File: config.mk
export PLATFORM = sky130hd
export DESIGN_NAME = nec_ir_edge_decoder
export DESIGN_NICKNAME = d
export VERILOG_FILES = /design/src/hdl/nir_pkg.sv /design/src/hdl/nir_fifo.sv /design/src/hdl/nir_front.sv /design/src/hdl/nir_back.sv /design/src/hdl/nec_ir_edge_decoder.sv
export SDC_FILE = /design/constraint.sdc
export NUM_CORES = 1
export LEC_CHECK = 0
export BUFFER_PORTS_ARGS = -buffer_cell sky130_fd_sc_hd__clkbuf_2
export CAP_MARGIN = 10
export CORE_MARGIN = 5
export CORE_UTILIZATION = 47
export CTS_CLUSTER_DIAMETER = 40
export CTS_CLUSTER_SIZE = 25
export DETAILED_ROUTE_END_ITERATION = 6
export GPL_TIMING_DRIVEN = 0
export PLACE_DENSITY = 0.71
export SYNTH_ARGS = -nofsm -noshare
export SYNTH_HDL_FRONTEND = slang
export SYNTH_HIERARCHICAL = 1
export SYNTH_SLANG_ARGS = --single-unit
File: constraint.sdc
create_clock -name clk -period 8.35 [get_ports clk]
set_clock_uncertainty 0.2 [all_clocks]
set_input_delay 0.835 -clock clk [delete_from_list [all_inputs] [get_ports clk]]
set_output_delay 0.835 -clock clk [all_outputs]
set_load 0.01 [all_outputs]
File: src/hdl/nir_pkg.sv
// shared types and constants of the nec ir edge decoder
// no dependencies; imported by the front, back, top level and checker
package nir_pkg;

  localparam int TIMER_WIDTH_DEF = 16;
  localparam int QUEUE_DEPTH_DEF = 2;

  localparam int EDGE_W   = 16;
  localparam int CODE_W   = 16;
  localparam int BITS_W   = 6;
  localparam int STATUS_W = 3;
  localparam int PHASE_W  = 7;

  localparam int CFG_IDX_W  = 3;
  localparam int CFG_DATA_W = 15;

  localparam int UNIT_W  = 12;
  localparam int MARK_W  = 15;
  localparam int SPACE_W = 14;
  localparam int TOL_W   = 12;

  // configuration register indexes
  localparam logic [CFG_IDX_W-1:0] CFG_UNIT         = 3'd0;
  localparam logic [CFG_IDX_W-1:0] CFG_LEADER_MARK  = 3'd1;
  localparam logic [CFG_IDX_W-1:0] CFG_LEADER_SPACE = 3'd2;
  localparam logic [CFG_IDX_W-1:0] CFG_REPEAT_SPACE = 3'd3;
  localparam logic [CFG_IDX_W-1:0] CFG_TOLERANCE    = 3'd4;

  localparam logic [UNIT_W-1:0]  UNIT_RST         = 12'd562;
  localparam logic [MARK_W-1:0]  LEADER_MARK_RST  = 15'd8718;
  localparam logic [SPACE_W-1:0] LEADER_SPACE_RST = 14'd4500;
  localparam logic [SPACE_W-1:0] REPEAT_SPACE_RST = 14'd2250;
  localparam logic [TOL_W-1:0]   TOLERANCE_RST    = 12'd100;

  // phase encoding: idle, leader wait, then even phases per received bit
  localparam logic [PHASE_W-1:0] PH_IDLE      = 7'd1;
  localparam logic [PHASE_W-1:0] PH_LEADER    = 7'd2;
  localparam logic [PHASE_W-1:0] PH_FIRST_BIT = 7'd4;
  localparam logic [PHASE_W-1:0] PH_ADDR_END  = 7'd18;
  localparam logic [PHASE_W-1:0] PH_ADDRN_END = 7'd34;
  localparam logic [PHASE_W-1:0] PH_CMD_END   = 7'd50;
  localparam logic [3:0]         PH_BYTE_END  = 4'd2;

  localparam logic [BITS_W-1:0] BITS_FRAME = 6'd32;

  typedef enum logic [STATUS_W-1:0] {
    ST_PROGRESS = 3'd0,
    ST_OK       = 3'd1,
    ST_REPEAT   = 3'd2,
    ST_LONG     = 3'd3,
    ST_SHORT    = 3'd4,
    ST_INVERSE  = 3'd5
  } status_t;

  // timing class of one edge interval, computed by the front
  typedef struct packed {
    logic lead_long;
    logic lead_short;
    logic lead_rep;
    logic bit_long;
    logic bit_short;
    logic bit_one;
  } class_t;

  typedef struct packed {
    status_t             status;
    logic [CODE_W-1:0]   code;
    logic [BITS_W-1:0]   bits_received;
  } result_t;

endpackage

File: src/hdl/nir_fifo.sv
// small generic flip-flop queue with registered storage
// no dependencies; used between front and back and on the result side
module nir_fifo #(
  parameter int WIDTH = 8,
  parameter int DEPTH = 2
) (
  input  logic             clk,
  input  logic             rst_n,
  input  logic             push,
  input  logic [WIDTH-1:0] din,
  output logic             full,
  input  logic             pop,
  output logic [WIDTH-1:0] dout,
  output logic             empty
);

  localparam int PW = (DEPTH > 1) ? $clog2(DEPTH) : 1;
  localparam int CW = $clog2(DEPTH + 1);
  localparam logic [PW-1:0] LAST = PW'(DEPTH - 1);

  logic [WIDTH-1:0] mem_r [DEPTH];
  logic [PW-1:0]    wr_ptr_r, wr_ptr_nxt;
  logic [PW-1:0]    rd_ptr_r, rd_ptr_nxt;
  logic [CW-1:0]    cnt_r, cnt_nxt;
  logic             do_push, do_pop;

  assign full    = (cnt_r == CW'(DEPTH));
  assign empty   = (cnt_r == '0);
  assign do_push = push && !full;
  assign do_pop  = pop && !empty;
  assign dout    = mem_r[rd_ptr_r];

  always_comb begin
    wr_ptr_nxt = wr_ptr_r;
    rd_ptr_nxt = rd_ptr_r;
    cnt_nxt    = cnt_r;
    if (do_push) begin
      wr_ptr_nxt = (wr_ptr_r == LAST) ? '0 : wr_ptr_r + 1'b1;
    end
    if (do_pop) begin
      rd_ptr_nxt = (rd_ptr_r == LAST) ? '0 : rd_ptr_r + 1'b1;
    end
    if (do_push && !do_pop) begin
      cnt_nxt = cnt_r + 1'b1;
    end else if (do_pop && !do_push) begin
      cnt_nxt = cnt_r - 1'b1;
    end
  end

  always_ff @(posedge clk) begin
    if (!rst_n) begin
      wr_ptr_r <= '0;
      rd_ptr_r <= '0;
      cnt_r    <= '0;
    end else begin
      wr_ptr_r <= wr_ptr_nxt;
      rd_ptr_r <= rd_ptr_nxt;
      cnt_r    <= cnt_nxt;
    end
  end

  always_ff @(posedge clk) begin
    if (do_push) begin
      mem_r[wr_ptr_r] <= din;
    end
  end

endmodule

File: src/hdl/nir_front.sv
// front end: configuration registers, edge interval and timing classification
// depends on nir_pkg
module nir_front #(
  parameter int TIMER_WIDTH = nir_pkg::TIMER_WIDTH_DEF
) (
  input  logic                            clk,
  input  logic                            rst_n,
  input  logic                            cfg_wr_en,
  input  logic [nir_pkg::CFG_IDX_W-1:0]   cfg_index,
  input  logic [nir_pkg::CFG_DATA_W-1:0]  cfg_wdata,
  input  logic                            accept,
  input  logic [nir_pkg::EDGE_W-1:0]      edge_time,
  output nir_pkg::class_t                 cls
);

  import nir_pkg::*;

  localparam int EW = TIMER_WIDTH + EDGE_W;
  // signed compare width: thresholds stay within +-2^19
  localparam int CW = ((TIMER_WIDTH > 19) ? TIMER_WIDTH : 19) + 1;

  logic [UNIT_W-1:0]  unit_r;
  logic [MARK_W-1:0]  mark_r;
  logic [SPACE_W-1:0] space_r;
  logic [SPACE_W-1:0] rep_r;
  logic [TOL_W-1:0]   tol_r;
  logic [EDGE_W-1:0]  last_edge_r;

  logic [EW-1:0]          diff;
  logic [TIMER_WIDTH-1:0] delta;
  logic [CW-1:0]          d, u, m, s, r, t;
  logic [CW-1:0]          thr_lead_long, thr_lead_short, thr_lead_rep;
  logic [CW-1:0]          thr_bit_long, thr_bit_short, thr_bit_one;

  always_ff @(posedge clk) begin
    if (!rst_n) begin
      unit_r  <= UNIT_RST;
      mark_r  <= LEADER_MARK_RST;
      space_r <= LEADER_SPACE_RST;
      rep_r   <= REPEAT_SPACE_RST;
      tol_r   <= TOLERANCE_RST;
    end else if (cfg_wr_en) begin
      unique case (cfg_index)
        CFG_UNIT:         unit_r  <= cfg_wdata[UNIT_W-1:0];
        CFG_LEADER_MARK:  mark_r  <= cfg_wdata[MARK_W-1:0];
        CFG_LEADER_SPACE: space_r <= cfg_wdata[SPACE_W-1:0];
        CFG_REPEAT_SPACE: rep_r   <= cfg_wdata[SPACE_W-1:0];
        CFG_TOLERANCE:    tol_r   <= cfg_wdata[TOL_W-1:0];
        default: ;
      endcase
    end
  end

  always_ff @(posedge clk) begin
    if (!rst_n) begin
      last_edge_r <= '0;
    end else if (accept) begin
      last_edge_r <= edge_time;
    end
  end

  // interval modulo the timer width
  assign diff  = EW'(edge_time) - EW'(last_edge_r);
  assign delta = diff[TIMER_WIDTH-1:0];

  assign d = CW'(delta);
  assign u = CW'(unit_r);
  assign m = CW'(mark_r);
  assign s = CW'(space_r);
  assign r = CW'(rep_r);
  assign t = CW'(tol_r);

  assign thr_lead_long  = m + s + (t << 3);
  assign thr_lead_short = m + r - t;
  assign thr_lead_rep   = m + s - t;
  assign thr_bit_long   = (u << 2) + t;
  assign thr_bit_short  = (u << 1) - t;
  assign thr_bit_one    = (u << 2) - t;

  always_comb begin
    cls.lead_long  = $signed(d) >  $signed(thr_lead_long);
    cls.lead_short = $signed(d) <  $signed(thr_lead_short);
    cls.lead_rep   = $signed(d) <  $signed(thr_lead_rep);
    cls.bit_long   = $signed(d) >  $signed(thr_bit_long);
    cls.bit_short  = $signed(d) <  $signed(thr_bit_short);
    cls.bit_one    = $signed(d) >= $signed(thr_bit_one);
  end

endmodule

File: src/hdl/nir_back.sv
// back end: leader and bit sequencing, byte checks and result forming
// depends on nir_pkg
module nir_back (
  input  logic             clk,
  input  logic             rst_n,
  input  logic             cls_valid,
  input  nir_pkg::class_t  cls,
  output logic             cls_pop,
  input  logic             res_full,
  output logic             res_push,
  output nir_pkg::result_t res
);

  import nir_pkg::*;

  logic [PHASE_W-1:0] phase_r, phase_nxt;
  logic [7:0]         shift_r, shift_nxt;
  logic [CODE_W-1:0]  code_r, code_nxt;
  logic [7:0]         sb;
  logic [PHASE_W-1:0] bit_idx;
  status_t            st;
  logic               done;
  logic               fire;

  assign fire     = cls_valid && !res_full;
  assign cls_pop  = fire;
  assign res_push = fire;

  assign sb = {cls.bit_one, shift_r[7:1]};

  always_comb begin
    phase_nxt = phase_r;
    shift_nxt = shift_r;
    code_nxt  = code_r;
    st        = ST_PROGRESS;
    done      = 1'b0;
    if (phase_r > 7'd3) begin
      if (cls.bit_long) begin
        phase_nxt = PH_LEADER;
        st        = ST_LONG;
      end else if (cls.bit_short) begin
        phase_nxt = PH_LEADER;
        st        = ST_SHORT;
      end else begin
        shift_nxt = sb;
        phase_nxt = phase_r + 7'd2;
        if (phase_r[3:0] == PH_BYTE_END) begin
          if (phase_r == PH_ADDR_END) begin
            code_nxt = {sb, 8'h00};
          end else if (phase_r == PH_ADDRN_END) begin
            if (~code_r[15:8] != sb) begin
              phase_nxt = PH_LEADER;
              st        = ST_INVERSE;
            end
          end else if (phase_r == PH_CMD_END) begin
            code_nxt = code_r | {8'h00, sb};
          end else if (~code_r[7:0] != sb) begin
            phase_nxt = PH_LEADER;
            st        = ST_INVERSE;
          end else begin
            phase_nxt = PH_IDLE;
            st        = ST_OK;
            done      = 1'b1;
          end
        end
      end
    end else if (phase_r == PH_LEADER) begin
      if (cls.lead_long) begin
        st = ST_LONG;
      end else if (cls.lead_short) begin
        st = ST_SHORT;
      end else if (cls.lead_rep) begin
        st = ST_REPEAT;
      end else begin
        phase_nxt = PH_FIRST_BIT;
      end
    end else begin
      // idle or a stray low phase: this edge opens the leader
      phase_nxt = PH_LEADER;
    end
  end

  assign bit_idx = phase_nxt - PH_FIRST_BIT;

  always_comb begin
    res.status = st;
    res.code   = code_nxt;
    if (done) begin
      res.bits_received = BITS_FRAME;
    end else if (phase_nxt >= PH_FIRST_BIT) begin
      res.bits_received = bit_idx[PHASE_W-1:1];
    end else begin
      res.bits_received = '0;
    end
  end

  always_ff @(posedge clk) begin
    if (!rst_n) begin
      phase_r <= PH_IDLE;
      shift_r <= '0;
      code_r  <= '0;
    end else if (fire) begin
      phase_r <= phase_nxt;
      shift_r <= shift_nxt;
      code_r  <= code_nxt;
    end
  end

endmodule

File: src/hdl/nec_ir_edge_decoder.sv
// top level of the nec ir edge decoder: front, class queue, back, result queue
// depends on nir_pkg, nir_fifo, nir_front and nir_back
//
// Feed one beat per falling edge of the demodulated IR line, carrying the
// captured timer value; every edge yields exactly one result beat with the
// status, the current code and the number of data bits gathered. The block
// takes one edge per clock cycle while in_full is low: the front computes
// the interval and its timing class in the cycle of acceptance, a queue of
// QUEUE_DEPTH entries carries the class to the back, and the back updates
// the frame state and writes the result queue as it pops the class, while
// the result queue is not full. in_full rises only when the result side has
// been stalled long enough to fill both queues. Configuration is taken at
// any cycle with cfg_wr_en high but must only be changed while no edge is
// in flight; indexes beyond the register list are ignored.
module nec_ir_edge_decoder #(
  parameter int TIMER_WIDTH = nir_pkg::TIMER_WIDTH_DEF,
  parameter int QUEUE_DEPTH = nir_pkg::QUEUE_DEPTH_DEF
) (
  input  logic                            clk,
  input  logic                            rst_n,
  input  logic                            cfg_wr_en,
  input  logic [nir_pkg::CFG_IDX_W-1:0]   cfg_index,
  input  logic [nir_pkg::CFG_DATA_W-1:0]  cfg_wdata,
  input  logic                            in_push,
  output logic                            in_full,
  input  logic [nir_pkg::EDGE_W-1:0]      in_edge_time,
  output logic                            out_empty,
  input  logic                            out_pop,
  output logic [nir_pkg::STATUS_W-1:0]    out_status,
  output logic [nir_pkg::CODE_W-1:0]      out_code,
  output logic [nir_pkg::BITS_W-1:0]      out_bits_received
);

  import nir_pkg::*;

  localparam int CLS_W = $bits(class_t);
  localparam int RES_W = $bits(result_t);

  logic    in_accept;
  class_t  front_cls, back_cls;
  logic    cls_empty, cls_pop;
  logic    res_full, res_push;
  result_t back_res, out_res;

  assign in_accept = in_push && !in_full;

  nir_front #(
    .TIMER_WIDTH (TIMER_WIDTH)
  ) u_front (
    .clk       (clk),
    .rst_n     (rst_n),
    .cfg_wr_en (cfg_wr_en),
    .cfg_index (cfg_index),
    .cfg_wdata (cfg_wdata),
    .accept    (in_accept),
    .edge_time (in_edge_time),
    .cls       (front_cls)
  );

  nir_fifo #(
    .WIDTH (CLS_W),
    .DEPTH (QUEUE_DEPTH)
  ) u_cls_q (
    .clk   (clk),
    .rst_n (rst_n),
    .push  (in_accept),
    .din   (front_cls),
    .full  (in_full),
    .pop   (cls_pop),
    .dout  (back_cls),
    .empty (cls_empty)
  );

  nir_back u_back (
    .clk       (clk),
    .rst_n     (rst_n),
    .cls_valid (!cls_empty),
    .cls       (back_cls),
    .cls_pop   (cls_pop),
    .res_full  (res_full),
    .res_push  (res_push),
    .res       (back_res)
  );

  nir_fifo #(
    .WIDTH (RES_W),
    .DEPTH (QUEUE_DEPTH)
  ) u_res_q (
    .clk   (clk),
    .rst_n (rst_n),
    .push  (res_push),
    .din   (back_res),
    .full  (res_full),
    .pop   (out_pop),
    .dout  (out_res),
    .empty (out_empty)
  );

  assign out_status        = out_res.status;
  assign out_code          = out_res.code;
  assign out_bits_received = out_res.bits_received;

endmodule

==> results_dict.tcl, run 1 <==
set metrics [dict create \
    status "completed" \
    die_w_um 190 \
    timing.rr.end "u_cls_q/mem_r[1][5]$_DFFE_PP_" \
    place_hpwl_um 30200 \
    antenna_found_initial 1 \
    antenna_cells 0 \
    first_global_vias 11900 \
    num_rows 66 \
    firstDrtPassIters 7 \
    clk_path_buf_depth 2 \
    grt_max_degree 26 \
    grt_pass1_wl_um 61100 \
    mostFrequentLayoutCells "211 x ha_1, 207 x nand2_1, 142 x inv_1, 123 x dfxtp_1, 105 x a21oi_1" \
    cts_resized 0 \
    syn_to_final_growth_pct 9.82 \
    wl_um 38000 \
    ys_seq_area_share_pct 28.4 \
    avgSynthCellArea_um2 8.77 \
    clk_pin_slew_ns 0.07 \
    synth_cell_types 84 \
    finalNetCount 2091 \
    synth-edff-count 62 \
    holdCritStartpoint "u_front/rep_r[9]$_SDFFE_PN0P_" \
    die_area_um2 36100 \
    fin_crit_ns 5.55 \
    vias 12600 \
    grtUsageTotal_pct 20.8 \
    synth_warnings 6 \
    port_buffers 65 \
    clockRootBuffer "clkbuf_16" \
    final_common_cell "ha_1" \
    drive_above_1_share_pct 10.4 \
    rsz0062_at_grt "no" \
    timing.hold.ws_ns 0.265 \
    ir_drop_uv 153 \
    power_leakage_nw 6.91 \
    gr-total-overflow 0 \
    reg2reg_depth 21 \
    tightest_slew_ns 1.14 \
    worst-path-max-fanout 6 \
    initial_core_util_pct 47.2 \
    holdPathEnd "u_front/rep_r[9]$_SDFFE_PN0P_" \
    post-route-util_pct 51.9 \
    post-cts-setup-buffer-count 0 \
    fmax_mhz 180 \
    ios 66 \
    synth_area_um2 15200 \
    worst_setup_path_start_kind "input port" \
    viasPerCell 5.54 \
    cp.required_ns 8.34 \
    drv_cap 0 \
    endpoint_kind "flip-flop" \
    setup-tns-final_ns 0 \
    crit_type "input port to flip-flop" \
    syn_nets 2006 \
    reg2reg_setup_slack_ns 2.95 \
    cts_buffers 17 \
    tritoncts "yes" \
    maxSlewHeadroom_pct 24.2 \
    core_um2 32300 \
    power_mw 3.51 \
    htreeDepth 4 \
    hold_viol_final 0 \
    power_density_nw_per_um2 210 \
    ys.flop_type "dfxtp_1" \
    ant_nets 0 \
    period_share_pct 66.5 \
    clk_latency_ns 0.45 \
    routabilityCongestion 0.939 \
    setup_viol 0 \
    r2r-start "u_front/mark_r[0]$_SDFFE_PN0P_" \
    wl_per_cell_um 16.7 \
    arrival_ns 5.54 \
    die_h_um 190 \
    hp-class "flip-flop to flip-flop" \
    whs_path_depth 2 \
    drt_iter0_drc 912 \
    cts.sinks 185 \
    cts_hold_buf 0 \
    slew_violations 0 \
    synth-seq-cells 185 \
    drc 0 \
    async_flop_share_pct 0 \
    synthesis.instances 1738 \
]
## metal layers
metal | track usage (%) | wire length [um] | part of all wire (%) | vias to the layer above
met4 | 6.12 | 896 | 2.4 | 2
met3 | 2.84 | 1610 | 4.2 | 46
met1 | 27.3 | 17200 | 45 | 5906
met5 | 0 | 19 | 0.050 | -
li1 | - | - | - | 6356
met2 | 35.8 | 18300 | 48 | 315
## Yosys cell counts, drive strengths merged (40+ instances only)
cell type | n | area share, %
a21oi | 110 | 3.7
inv | 144 | 3.5
ha | 211 | 17
edfxtp | 62 | 12
dfxtp | 123 | 16
a21boi | 73 | 3.8
nor2 | 83 | 2.1
clkbuf | 42 | 1.0
xor2 | 43 | 2.5
nand2 | 209 | 5.2
nor2b | 45 | 1.9
mux2 | 40 | 3.2
xnor2 | 66 | 3.8
o21ai | 84 | 2.8
## critical path: stages
cell and delay, ns:
clkbuf_2 0.09, inv_1 0.04, ha_1 0.20, inv_1 0.07, fa_1 0.20, a21o_1 0.17
a311oi_1 0.14, o31ai_1 0.49, a21oi_1 0.14, nor2_1 0.11, nor2_1 0.05, xnor2_1 0.67
ha_1 0.39, a21oi_1 0.15, o21ai_0 0.18, a2111oi_0 0.45, o21ai_0 0.34, a31oi_1 0.25
nor2b_1 0.06, a2111oi_1 0.49
## cell families after synthesis
group / share of synthesized area, %
AO/OA/AOI/OAI: 19.7
XOR/XNOR: 6.26
adder cells (fa/ha/maj): 19.7
buffers and inverters: 5.01
flip-flops: 28.4
multiplexers: 4.20
AND/OR/NAND/NOR: 16.8
## registers in the layout (all words and copies together) (netlist names), 14 cells and up, named ones only
register,count
u_res_q/mem_r,50
u_back/code_r,16
u_front/last_edge_r,16
u_front/mark_r,15
u_front/rep_r,14
u_front/space_r,14
## power by group
part	total [mW]	switching (mW)	internal, mW
Sequential	1.15	0.0558	1.10
Clock	0.831	0.403	0.428
Combinational	1.53	0.889	0.640
Total	3.51	1.35	2.17
## worst max-delay path by stage
stage                          from  cells after the start                       endpoint  slack [ns]
finish              in_edge_time[0]                     20  u_cls_q/mem_r[0][1]$_DFFE_PP_        2.80
global route        in_edge_time[0]                     20  u_cls_q/mem_r[0][1]$_DFFE_PP_        2.47
CTS                 in_edge_time[0]                     20  u_cls_q/mem_r[0][1]$_DFFE_PP_        2.89
detailed placement  in_edge_time[0]                     20  u_cls_q/mem_r[0][1]$_DFFE_PP_        2.42
global placement    in_edge_time[0]                     17  u_cls_q/mem_r[0][1]$_DFFE_PP_        2.50
floorplan           in_edge_time[0]                     19  u_cls_q/mem_r[0][1]$_DFFE_PP_        3.69
## layout make-up
type / instances / area [um^2]
fillers: 3032 / 15500
multi-input cells: 1358 / 10200
flip-flops and latches: 185 / 4320
well taps: 442 / 553
inverters: 145 / 544
clock buffers: 17 / 425
repair buffers: 66 / 340
plain buffers: 50 / 219
clock inverters: 15 / 173
## per-stage QoR
stage | instance area (um^2) | cells | setup slack, ns
floorplan | 15200 | 1738 | 3.69
global placement | 16100 | 2245 | 2.50
detailed placement | 16100 | 2246 | 2.42
CTS | 16700 | 2278 | 2.89
global route | 16700 | 2278 | 2.47
finish | 16700 | 2278 | 2.80
No activity file was read; power rests on OpenSTA's default activity.
==> inputs of run 2 (changes only) <==
==> constraint.sdc (replaced) <==
create_clock -name clk -period 5.2 [get_ports clk]
set_clock_uncertainty 0.2 [all_clocks]
set_input_delay 0.52 -clock clk [delete_from_list [all_inputs] [get_ports clk]]
set_output_delay 0.52 -clock clk [all_outputs]
set_load 0.01 [all_outputs]
==> run 2 against run 1 <==
Effect of this change: non-clock buffer count is 5 higher; clock-buffer cell count stayed put; wire length is 0.82% higher; clock power is 60% higher; hold slack worse by 0.16 ns; via count is 0.82% higher; register-to-register slack worse by 2.8 ns; setup slack worse by 2.6 ns; die area stayed put; global-route usage stayed put; largest cell class unchanged; highest routed layer is now met4.
==> results_dict.tcl, run 2 (synthesized netlist as in run 1, its figures left out) <==
set metrics [dict create \
    setup_viol 0 \
    gr-total-overflow 0 \
    ios 66 \
    vias 12700 \
    largest_register_ffs 50 \
    power_mw 5.70 \
    place_hpwl_um 30200 \
    grt_max_degree 26 \
    maxSlewHeadroom_pct 24.5 \
    wl_per_cell_um 16.8 \
    clockRootBuffer "clkbuf_16" \
    fin_crit_ns 5.05 \
    crit_type "flip-flop to flip-flop" \
    dr.max_layer_used "met4" \
    wl_met1_um 17200 \
    port_buffers 65 \
    num_rows 66 \
    cts_hold_buf 0 \
    die_w_um 190 \
    mostFrequentLayoutCells "211 x ha_1, 207 x nand2_1, 142 x inv_1, 122 x dfxtp_1, 100 x a21oi_1" \
    worst-path-max-fanout 3 \
    cts_buffers 17 \
    htreeDepth 4 \
    hp-class "input port to flip-flop" \
    firstDrtPassIters 5 \
    viasPerCell 5.58 \
    cp.required_ns 5.15 \
    reg2reg_depth 21 \
    drv_cap 0 \
    place_area_um2 16100 \
    ir_drop_uv 252 \
    fmax_mhz 198 \
    final_area_um2 16900 \
    power_density_nw_per_um2 337 \
    die_h_um 190 \
    clk_pin_slew_ns 0.08 \
    drive_above_1_share_pct 12.1 \
    first_global_vias 11900 \
    top_regs "u_res_q/mem_r x50, u_back/code_r x16, u_front/last_edge_r x16" \
    die_area_um2 36100 \
    post-route-util_pct 52.4 \
    status "completed" \
    whs_path_depth 3 \
    antenna_found_initial 0 \
    routabilityCongestion 0.939 \
    setup-tns-final_ns 0 \
    hold_viol_final 0 \
    initial_core_util_pct 47.2 \
    met3_length_um 1710 \
    syn_to_final_growth_pct 11.0 \
    drc 0 \
    ant_nets 0 \
    endpoint_kind "flip-flop" \
    grt_pass1_wl_um 61100 \
    clk_path_buf_depth 2 \
    dr_wl_met2_um 18500 \
    final_common_cell "ha_1" \
    arrival_ns 5.00 \
    antenna_cells 0 \
    top_register "u_res_q/mem_r" \
    power_leakage_nw 6.98 \
    cts.sinks 185 \
    place_ws_ns -0.414 \
    worst_setup_path_start_kind "flip-flop" \
    drt_iter0_drc 874 \
    wl_um 38300 \
    period_share_pct 97.1 \
    slew_violations 0 \
    finalNetCount 2096 \
    grtUsageTotal_pct 20.8 \
    clk_latency_ns 0.45 \
    tritoncts "yes" \
    tightest_slew_ns 1.13 \
    core_um2 32300 \
    setup_ws_ns 0.151 \
]
run 2: changes by cell type in the layout (fill, tap and decap cells not counted), sizes merged:
cell,previous run,this run
buf,9,14
run 2: layout make-up:
class	instances	area [um^2]
buffer	50	219
clock buffer	17	425
clock inverter	15	173
fill	3006	15400
inverter	145	544
multi-input combinational	1358	10300
sequential	185	4330
tap	442	553
timing repair buffer	71	378
run 2: final timing paths:
kind / startpoint / slack, ns / to
worst max register to register: u_front/mark_r[1]$_SDFFE_PN1P_ / 0.15 / u_cls_q/mem_r[1][5]$_DFFE_PP_
worst min-delay path: cfg_wdata[14] / 0.10 / u_front/mark_r[14]$_SDFFE_PN0P_
worst max-delay path: u_front/mark_r[1]$_SDFFE_PN1P_ / 0.15 / u_cls_q/mem_r[1][5]$_DFFE_PP_
worst min register to register: u_front/rep_r[9]$_SDFFE_PN0P_ / 0.26 / u_front/rep_r[9]$_SDFFE_PN0P_
run 2: metrics by stage:
step | std cells | hold WS, ns
2_1_floorplan | 1738 | 0.243
3_3_place_gp | 2245 | 0.251
3_5_place_dp | 2246 | 0.257
4_1_cts | 2278 | 0.103
5_1_grt | 2283 | 0.110
6_report | 2283 | 0.105
run 2: what timing repair did:
action,CTS,global route
setup buffers,0,5
endpoints found under the setup margin,6,6
gates resized for setup,3,26
pin swaps,0,10
run 2: metal layers:
layer	global-route usage [%]	up-vias
met1	27.4	5970
met4	6.09	0
met5	0	-
li1	-	6365
met3	2.62	47
met2	35.8	346
run 2: worst max-delay path, stage by stage (launching register included):
cell and delay (ns):
dfxtp_1 0.35, ha_1 0.32, a21oi_2 0.17, o211ai_1 0.10, buf_4 0.16, o41ai_2 0.46
buf_4 0.19, xnor2_1 0.22, ha_1 0.34, inv_1 0.10, o21bai_1 0.15, a2111oi_4 0.37
o31ai_1 0.12, a21oi_1 0.19, xor2_1 0.20, ha_1 0.28, a21o_1 0.19, a21o_1 0.19
a21oi_2 0.17, nand2b_1 0.07, o21ai_0 0.14, a31oi_1 0.08
run 2: power by group:
group	total, mW	switching, mW	internal [mW]	leakage [nW]
Combinational	2.52	1.46	1.06	5.11
Sequential	1.85	0.0897	1.76	1.59
Clock	1.33	0.645	0.688	0.288
Total	5.70	2.19	3.51	6.98
